<file path="config.mk">
export PLATFORM = sky130hd
export DESIGN_NAME = fuzzy_subsequence_scorer_top
export DESIGN_NICKNAME = d
export VERILOG_FILES = /design/src/fss_pkg.sv /design/src/fuzzy_subsequence_scorer_top.sv /design/src/fss_char_match.sv /design/src/fss_combine.sv
export SDC_FILE = /design/constraint.sdc
export NUM_CORES = 1
export LEC_CHECK = 0
export BUFFER_PORTS_ARGS = -buffer_cell sky130_fd_sc_hd__buf_4
export CORE_MARGIN = 3
export CORE_UTILIZATION = 45
export DETAILED_ROUTE_END_ITERATION = 6
export PLACE_DENSITY = 0.63
export SLEW_MARGIN = 10
export SYNTH_ARGS = -nofsm -noshare
export SYNTH_HDL_FRONTEND = slang
export SYNTH_SLANG_ARGS = --single-unit
</file>
<file path="constraint.sdc">
create_clock -name clk -period 19.05 [get_ports clk]
set_input_delay 0.9525 -clock clk [delete_from_list [all_inputs] [get_ports clk]]
set_output_delay 0.9525 -clock clk [all_outputs]
set_load 0.01 [all_outputs]
</file>
<file path="src/fss_pkg.sv">
package fss_pkg;

  localparam int MAX_QUERY  = 16;
  localparam int QLEN_W     = $clog2(MAX_QUERY + 1);
  localparam int QIDX_W     = $clog2(MAX_QUERY);
  localparam int CHAR_W     = 8;
  localparam int LEN_W      = 8;
  localparam int GAP_W      = 8;
  localparam int BONUS_W    = 5;
  localparam int SCORE_W    = 13;
  localparam int OUT_SCORE_W = 12;
  localparam int CFG_W      = 64;
  localparam int CFG_IDX_W  = 2;

  localparam logic [QLEN_W-1:0]         MAX_QUERY_LEN     = QLEN_W'(MAX_QUERY);
  localparam logic [LEN_W-1:0]          MAX_STRING_LENGTH = 8'd255;
  localparam logic [GAP_W-1:0]          GAP_LIMIT         = 8'd255;
  localparam logic [CHAR_W-1:0]         SPACE_CHAR        = 8'h20;
  localparam logic signed [SCORE_W-1:0] WORD_START_BONUS  = 13'sd10;
  localparam logic signed [SCORE_W-1:0] CATEGORY_PENALTY  = 13'sd50;
  localparam logic signed [SCORE_W-1:0] SCORE_LIMIT       = 13'sd2047;

  typedef enum logic [CFG_IDX_W-1:0] {
    CFG_QUERY_LOW  = 2'd0,
    CFG_QUERY_HIGH = 2'd1,
    CFG_QUERY_LEN  = 2'd2
  } cfg_index_t;

  // Running match state of the string currently streaming in
  typedef struct packed {
    logic [QLEN_W-1:0]         query_position;
    logic [GAP_W-1:0]          gap_count;
    logic [BONUS_W-1:0]        run_bonus;
    logic                      previous_matched;
    logic                      word_start_next;
    logic signed [SCORE_W-1:0] running_score;
    logic [LEN_W-1:0]          string_length;
  } str_state_t;

  localparam str_state_t STR_RESET = '{
    query_position:   '0,
    gap_count:        '0,
    run_bonus:        '0,
    previous_matched: 1'b0,
    word_start_next:  1'b1,
    running_score:    '0,
    string_length:    '0
  };

  // Result of one finished string
  typedef struct packed {
    logic                      matched;
    logic signed [SCORE_W-1:0] score;
  } str_result_t;

  function automatic logic [CHAR_W-1:0] fold_case(input logic [CHAR_W-1:0] c);
    if (c >= 8'h41 && c <= 8'h5A) begin
      return c + 8'h20;
    end
    return c;
  endfunction

endpackage

</file>
<file path="src/fuzzy_subsequence_scorer_top.sv">
// Fuzzy subsequence scorer: streams the characters of a command entry, the
// name first and then the category, each string closed by an item with
// s_tlast high, and tests both against the query held in the configuration
// registers (case-insensitive, greedy from the left). After the item that
// closes the category one result item leaves on the m_ side carrying the
// match flag, the better of the name score and the category score plus 50,
// and whether the name won. Throughput is one item per cycle unless a category
// end waits on a stalled output: an accepted item sits in the input register
// while the per-character compare/add logic updates the string state, and a
// category end then lands in the output register. Only a stalled output
// register holds back the input, and then only when the waiting item closes
// a category. Configuration writes take effect on the next edge; the user must
// make them only while the block is idle; the block does not enforce this.
module fuzzy_subsequence_scorer_top (
  input  logic        clk,
  input  logic        rst,
  // input item stream
  input  logic        s_tvalid,
  output logic        s_tready,
  input  logic [15:0] s_tdata,   // [7:0] character, [8] no_character, [15:9] zero
  input  logic        s_tlast,   // last item of the current string
  input  logic        s_tuser,   // kind: 0 name, 1 category
  // result stream
  output logic        m_tvalid,
  input  logic        m_tready,
  output logic [15:0] m_tdata,   // [0] entry_matched, [12:1] combined_score,
                                 // [13] name_was_best, [15:14] zero
  // configuration writes
  input  logic        cfg_we,
  input  logic [1:0]  cfg_index,
  input  logic [63:0] cfg_data
);
  import fss_pkg::*;

  // configuration registers
  logic [CFG_W-1:0]  query_low;
  logic [CFG_W-1:0]  query_high;
  logic [QLEN_W-1:0] query_length;
  logic [QLEN_W-1:0] qlen;

  // input register
  logic              in_valid;
  logic              in_kind;
  logic [CHAR_W-1:0] in_char;
  logic              in_none;
  logic              in_last;

  // string and entry state
  str_state_t  str_state;
  str_state_t  str_state_next;
  str_result_t str_res;
  str_result_t name_res;

  // output register
  logic                   out_matched;
  logic [OUT_SCORE_W-1:0] out_score;
  logic                   out_name_best;
  logic                   comb_matched;
  logic [OUT_SCORE_W-1:0] comb_score;
  logic                   comb_name_best;

  logic out_free;
  logic emits;
  logic advance;

  always_ff @(posedge clk) begin
    if (rst) begin
      query_low    <= '0;
      query_high   <= '0;
      query_length <= '0;
    end else if (cfg_we) begin
      unique case (cfg_index_t'(cfg_index))
        CFG_QUERY_LOW:  query_low    <= cfg_data;
        CFG_QUERY_HIGH: query_high   <= cfg_data;
        CFG_QUERY_LEN:  query_length <= cfg_data[QLEN_W-1:0];
        default: ;
      endcase
    end
  end

  // lengths beyond the query store clamp to its size
  assign qlen = (query_length > MAX_QUERY_LEN) ? MAX_QUERY_LEN : query_length;

  // Only a category end needs room in the output register.
  assign out_free = !m_tvalid || m_tready;
  assign emits    = in_last && in_kind;
  assign advance  = in_valid && (!emits || out_free);
  assign s_tready = !rst && (!in_valid || advance);

  always_ff @(posedge clk) begin
    if (rst) begin
      in_valid <= 1'b0;
    end else if (s_tready) begin
      in_valid <= s_tvalid;
    end
  end

  always_ff @(posedge clk) begin
    if (s_tvalid && s_tready) begin
      in_kind <= s_tuser;
      in_char <= s_tdata[CHAR_W-1:0];
      in_none <= s_tdata[CHAR_W];
      in_last <= s_tlast;
    end
  end

  fss_char_match u_match (
    .state        (str_state),
    .character    (in_char),
    .no_character (in_none),
    .query_chars  ({query_high, query_low}),
    .qlen         (qlen),
    .state_next   (str_state_next),
    .result       (str_res)
  );

  fss_combine u_combine (
    .name_res       (name_res),
    .cat_res        (str_res),
    .entry_matched  (comb_matched),
    .combined_score (comb_score),
    .name_was_best  (comb_name_best)
  );

  // A string end clears the running state; a name end parks its result
  // until the category closes, which consumes and clears it.
  always_ff @(posedge clk) begin
    if (rst) begin
      str_state <= STR_RESET;
      name_res  <= '0;
    end else if (advance) begin
      if (in_last) begin
        str_state <= STR_RESET;
        if (in_kind) begin
          name_res <= '0;
        end else begin
          name_res <= str_res;
        end
      end else begin
        str_state <= str_state_next;
      end
    end
  end

  always_ff @(posedge clk) begin
    if (rst) begin
      m_tvalid <= 1'b0;
    end else if (advance && emits) begin
      m_tvalid <= 1'b1;
    end else if (m_tready) begin
      m_tvalid <= 1'b0;
    end
  end

  always_ff @(posedge clk) begin
    if (advance && emits) begin
      out_matched   <= comb_matched;
      out_score     <= comb_score;
      out_name_best <= comb_name_best;
    end
  end

  assign m_tdata = {2'b00, out_name_best, out_score, out_matched};

endmodule

</file>
<file path="src/fss_char_match.sv">
module fss_char_match (
  input  fss_pkg::str_state_t        state,
  input  logic [7:0]                 character,
  input  logic                       no_character,
  input  logic [127:0]               query_chars,
  input  logic [4:0]                 qlen,
  output fss_pkg::str_state_t        state_next,
  output fss_pkg::str_result_t       result
);
  import fss_pkg::*;

  logic [CHAR_W-1:0]         query_char;
  logic [GAP_W+2:0]          gap_cost;
  logic signed [SCORE_W-1:0] end_score;

  assign query_char = fold_case(
    query_chars[state.query_position[QIDX_W-1:0]*CHAR_W +: CHAR_W]);

  always_comb begin
    state_next = state;
    if (!no_character) begin
      if (state.query_position < qlen) begin
        if (fold_case(character) == query_char) begin
          if (state.word_start_next) begin
            state_next.running_score = state_next.running_score - WORD_START_BONUS;
          end
          if (state.previous_matched) begin
            state_next.run_bonus     = state.run_bonus + BONUS_W'(1);
            state_next.running_score = state_next.running_score
                                     - signed'(SCORE_W'(state_next.run_bonus));
          end else begin
            state_next.run_bonus = '0;
          end
          state_next.previous_matched = 1'b1;
          state_next.query_position   = state.query_position + QLEN_W'(1);
        end else begin
          if (state.query_position != '0 && state.gap_count < GAP_LIMIT) begin
            state_next.gap_count = state.gap_count + GAP_W'(1);
          end
          state_next.previous_matched = 1'b0;
        end
      end
      state_next.word_start_next = (character == SPACE_CHAR);
      if (state.string_length < MAX_STRING_LENGTH) begin
        state_next.string_length = state.string_length + LEN_W'(1);
      end
    end
  end

  // 5 * gaps as shift-and-add
  assign gap_cost  = {1'b0, state_next.gap_count, 2'b00}
                   + (GAP_W+3)'(state_next.gap_count);
  assign end_score = state_next.running_score
                   + signed'(SCORE_W'(gap_cost))
                   + signed'(SCORE_W'(state_next.string_length));

  always_comb begin
    if (qlen == '0) begin
      result.matched = 1'b1;
      result.score   = '0;
    end else if (state_next.query_position >= qlen) begin
      result.matched = 1'b1;
      result.score   = end_score;
    end else begin
      result.matched = 1'b0;
      result.score   = '0;
    end
  end

endmodule

</file>
<file path="src/fss_combine.sv">
module fss_combine (
  input  fss_pkg::str_result_t name_res,
  input  fss_pkg::str_result_t cat_res,
  output logic                 entry_matched,
  output logic [11:0]          combined_score,
  output logic                 name_was_best
);
  import fss_pkg::*;

  logic signed [SCORE_W-1:0] cat_score;
  logic signed [SCORE_W-1:0] best;

  assign cat_score = cat_res.score + CATEGORY_PENALTY;

  always_comb begin
    name_was_best = 1'b0;
    best          = '0;
    priority if (name_res.matched && cat_res.matched) begin
      name_was_best = (name_res.score <= cat_score);
      best          = name_was_best ? name_res.score : cat_score;
    end else if (name_res.matched) begin
      name_was_best = 1'b1;
      best          = name_res.score;
    end else if (cat_res.matched) begin
      best = cat_score;
    end else begin
      // neither string matched
      best = '0;
    end
    if (best > SCORE_LIMIT) begin
      best = SCORE_LIMIT;
    end
  end

  assign entry_matched  = name_res.matched || cat_res.matched;
  assign combined_score = best[OUT_SCORE_W-1:0];

endmodule

</file>
==> metrics.json <==
{
  "grt": {
    "grt_util_all_layers_pct": 20.2,
    "grt-ovfl-total": 0,
    "number_of_antenna_violations_at_the_first_check_in_global_routing": 0,
    "grt_pass1_wl_mm": 48.1,
    "first_global_vias": 9359,
    "largest_net_degree_at_the_start_of_global_routing": 93
  },
  "yosys": {
    "ys_types": 84,
    "post_synth_top_flop": "dfxtp_1",
    "synth_edf_count": 25,
    "synth-seq-area-share_pct": 37.9,
    "syn_area_mm2": 0.0120,
    "synth_area_leader_cell": "dfxtp_1",
    "post_synthesis_mean_instance_area_um2": 8.76,
    "async_reset_ff_share_pct": 0,
    "yosys_reg_bits": 215,
    "synth_top_cells_by_area": "dfxtp_1, nand2_1, a21oi_1, edfxtp_1, ha_1",
    "synth.top_cell.area_share_pct": 31.7,
    "yosys_warnings": 0,
    "synthCells": 1372
  },
  "min_path": {
    "hold_path_class": "register to register",
    "min_delay_worst_endpoint": "query_low[54]",
    "hold_depth": 2,
    "worstHoldStart": "query_low[54]"
  },
  "power_and_ir_drop": {
    "sequentialPowerShare_pct": 46.9,
    "combinationalPowerShare_pct": 7.7,
    "internal-power_mw": 0.772,
    "vdd_drop_max_uv": 50.6,
    "net-switching-power_mw": 0.248,
    "power.leakage_nw": 5.34,
    "share_clk_of_total_power_pct": 45.4,
    "switching_share_pct": 24.3,
    "power_density_mw_per_mm2": 74.4
  },
  "layout": {
    "flow.area_growth_from_synthesis_pct": 14.1,
    "antennaDiodeCount": 0,
    "layout-drive-gt1-share_pct": 14.7,
    "finish.instance_area_mm2": 0.0137,
    "regArea_mm2": 0.00456,
    "multi_input_area_mm2": 0.00693,
    "finish.net_count": 1584,
    "fillCellCount": 2482,
    "mostFrequentLayoutCells": "nand2_1, dfxtp_1, a21oi_1",
    "most_common_cell_after_layout_fill_and_taps_aside": "nand2_1"
  },
  "floorplanning": {
    "die_h_um": 169,
    "boundaryPins": 107,
    "dieArea_mm2": 0.0287,
    "core-area_mm2": 0.0261,
    "count_of_standard_cell_rows": 59,
    "die_width_um": 169,
    "initial_core_util_pct": 46.0
  },
  "timing": {
    "final.min_clock_period_ns": 11.66,
    "max_slew_margin_pct": 35.7,
    "maxSlewViolCount": 0,
    "finalHoldViolCount": 0,
    "rsz0062_at_grt": "false",
    "setup_viol": 0,
    "timing.clock.skew_ns": 0.0215,
    "max_freq_mhz": 85.7,
    "final.period_utilization_pct": 61.2,
    "worst_slew_pin_slew_ns": 0.965,
    "totalNegativeSetupSlack_ns": 0
  },
  "critical_path": {
    "sort_of_element_at_the_start_of_the_critical_path": "register",
    "timing.critical_path.required_ns": 19.27,
    "regToRegSetupSlack_ns": 7.39,
    "r2r_cells": 40,
    "path_type_of_the_worst_setup_path": "register to register",
    "worst-endpoint-arrival_ns": 11.88,
    "worstReg2RegStart": "str_state[36]",
    "timing.rr.end": "out_score[1]",
    "critical-path-max-stage-delay_ns": 0.85,
    "crit_fanout": 32,
    "worst_path_max_delay_cell": "a32oi_2",
    "timing.critical_path.to_type": "register"
  },
  "drt": {
    "drc_errors": 0,
    "wl_per_cell_um": 16.6,
    "num_vias": 9800,
    "initialDrtViolationCount": 564,
    "drtPass1Iterations": 5,
    "routed_via_density": 5.50,
    "route.antenna.remaining_nets": 0,
    "drt_wl_total_mm": 29.5
  },
  "clock_network": {
    "insertion_delay_of_the_later_clocked_pin_in_the_worst_skew_pair_ns": 0.53,
    "ctsHtreeMaxLevel": 1,
    "tritoncts": "built",
    "clock_path_buffers": 3,
    "cts-resized-gates": 0,
    "postCtsHoldBufs": 0,
    "cts_buffer_count": 25,
    "cts_root_buffer": "clkbuf_16",
    "clkSlewWorstSetupHoldPaths_ns": 0.06,
    "number_of_buffers_inserted_by_post_cts_setup_repair": 0,
    "cts.sink_count": 215
  },
  "placement": {
    "hpwlAfterDp_mm": 20.8,
    "port_buffers": 97,
    "dpl-instance-area_mm2": 0.0129,
    "gp_congestion": 0.817
  },
  "job": {
    "max_cap_viols": 0
  },
  "status": {
    "outcome": "finished, final reports clean"
  }
}
how the worst max path moves through the flow:
stage	from	endpoint	slack, ns	depth (start not counted)
floorplan	str_state[36]	out_score[1]	9.60	39
global route	str_state[36]	out_score[1]	6.42	40
global placement	str_state[36]	out_score[1]	7.49	40
CTS	str_state[36]	out_score[1]	7.31	40
finish	str_state[36]	out_score[1]	7.39	40
detailed placement	str_state[36]	out_score[1]	7.38	40
routing by layer:
metal / vias to the layer above / wire (um) / track usage [%]
met4: 0 / 592 / 4.59
met1: 4691 / 13400 / 26.5
met3: 35 / 997 / 2.82
li1: 4929 / - / -
met5: - / 0 / 0
met2: 145 / 14500 / 35.5
area by class of cell:
type                            count  area share (%)
Multi-Input combinational cell   1032            50.6
Clock buffer                       34            5.32
Timing Repair Buffer              109            5.97
Inverter                           45            1.23
Tap cell                          335            3.06
Clock inverter                     12           0.584
Sequential cell                   215            33.2
power by group through the flow:
stage,logic [mW],registers [mW],clock network [mW]
6_report,0.0788,0.478,0.463
2_1_floorplan,0.0488,0.485,0
3_3_place_gp,0.0782,0.487,0
5_1_grt,0.0877,0.479,0.491
4_1_cts,0.0794,0.478,0.472
3_5_place_dp,0.0791,0.488,0
cell usage after synthesis, types with 6 or more instances:
cell	count
dfxtp_1	190
fa_1	11
nor2b_1	10
nand4_1	12
ha_1	56
nand2_1	314
o21bai_1	6
o31ai_1	6
inv_1	43
a22oi_1	9
buf_2	11
a21oi_1	169
xor2_1	25
and2_1	7
a22o_1	14
mux4_2	23
edfxtp_1	25
nand2b_1	11
o21ai_1	6
nand3_1	14
clkbuf_1	53
xnor2_1	42
nand3b_1	8
o21ai_0	37
a21o_1	16
nor3_1	14
o22ai_1	6
a31oi_1	12
buf_1	8
o21a_1	11
mux2i_1	32
nor2_1	63
registers in the layout (all words and copies together) (netlist names):
| signal | flops |
|---|---|
| in_char | 8 |
| in_kind | 1 |
| in_last | 1 |
| in_none | 1 |
| in_valid | 1 |
| m_tvalid | 1 |
| name_res | 14 |
| out_matched | 1 |
| out_name_best | 1 |
| out_score | 12 |
| query_high | 64 |
| query_length | 5 |
| query_low | 64 |
| str_state | 41 |
stage by stage:
stage / setup WS (ns) / cells / util, % / total power [mW] / hold WS, ns
after floorplan: 9.60 / 1373 / - / 0.533 / 0.432
after global placement: 7.49 / 1736 / 49.3 / 0.565 / 0.439
after detailed placement: 7.38 / 1736 / 49.3 / 0.567 / 0.444
after CTS: 7.31 / 1782 / 52.4 / 1.03 / 0.453
after global routing: 6.42 / 1782 / 52.4 / 1.06 / 0.470
final: 7.39 / 1782 / 52.4 / 1.02 / 0.451
logic make-up (layout without fill, tap and decap cells):
kind of cell	count (synthesis)	count (layout)	share of synthesized area (%)
AO/OA/AOI/OAI	337	337	17.8
XOR/XNOR	69	69	5.23
adder cells (fa/ha/maj)	68	68	7.75
buffers and inverters	126	200	4.49
flip-flops	215	215	37.9
multiplexers	65	65	8.54
other	1	2	0.0312
AND/OR/NAND/NOR	491	491	18.3
critical path: cells and delay by family, from the launching register on:
family                   cells  cell delay [ns]
AND/OR/NAND/NOR             11             2.27
buffers and inverters        2             0.62
AO/OA/AOI/OAI               15             4.45
adder cells (fa/ha/maj)      4             1.22
XOR/XNOR                     4             0.87
multiplexers                 4             1.35
flip-flops                   1             0.53
Power figures use the tool's default switching activity.
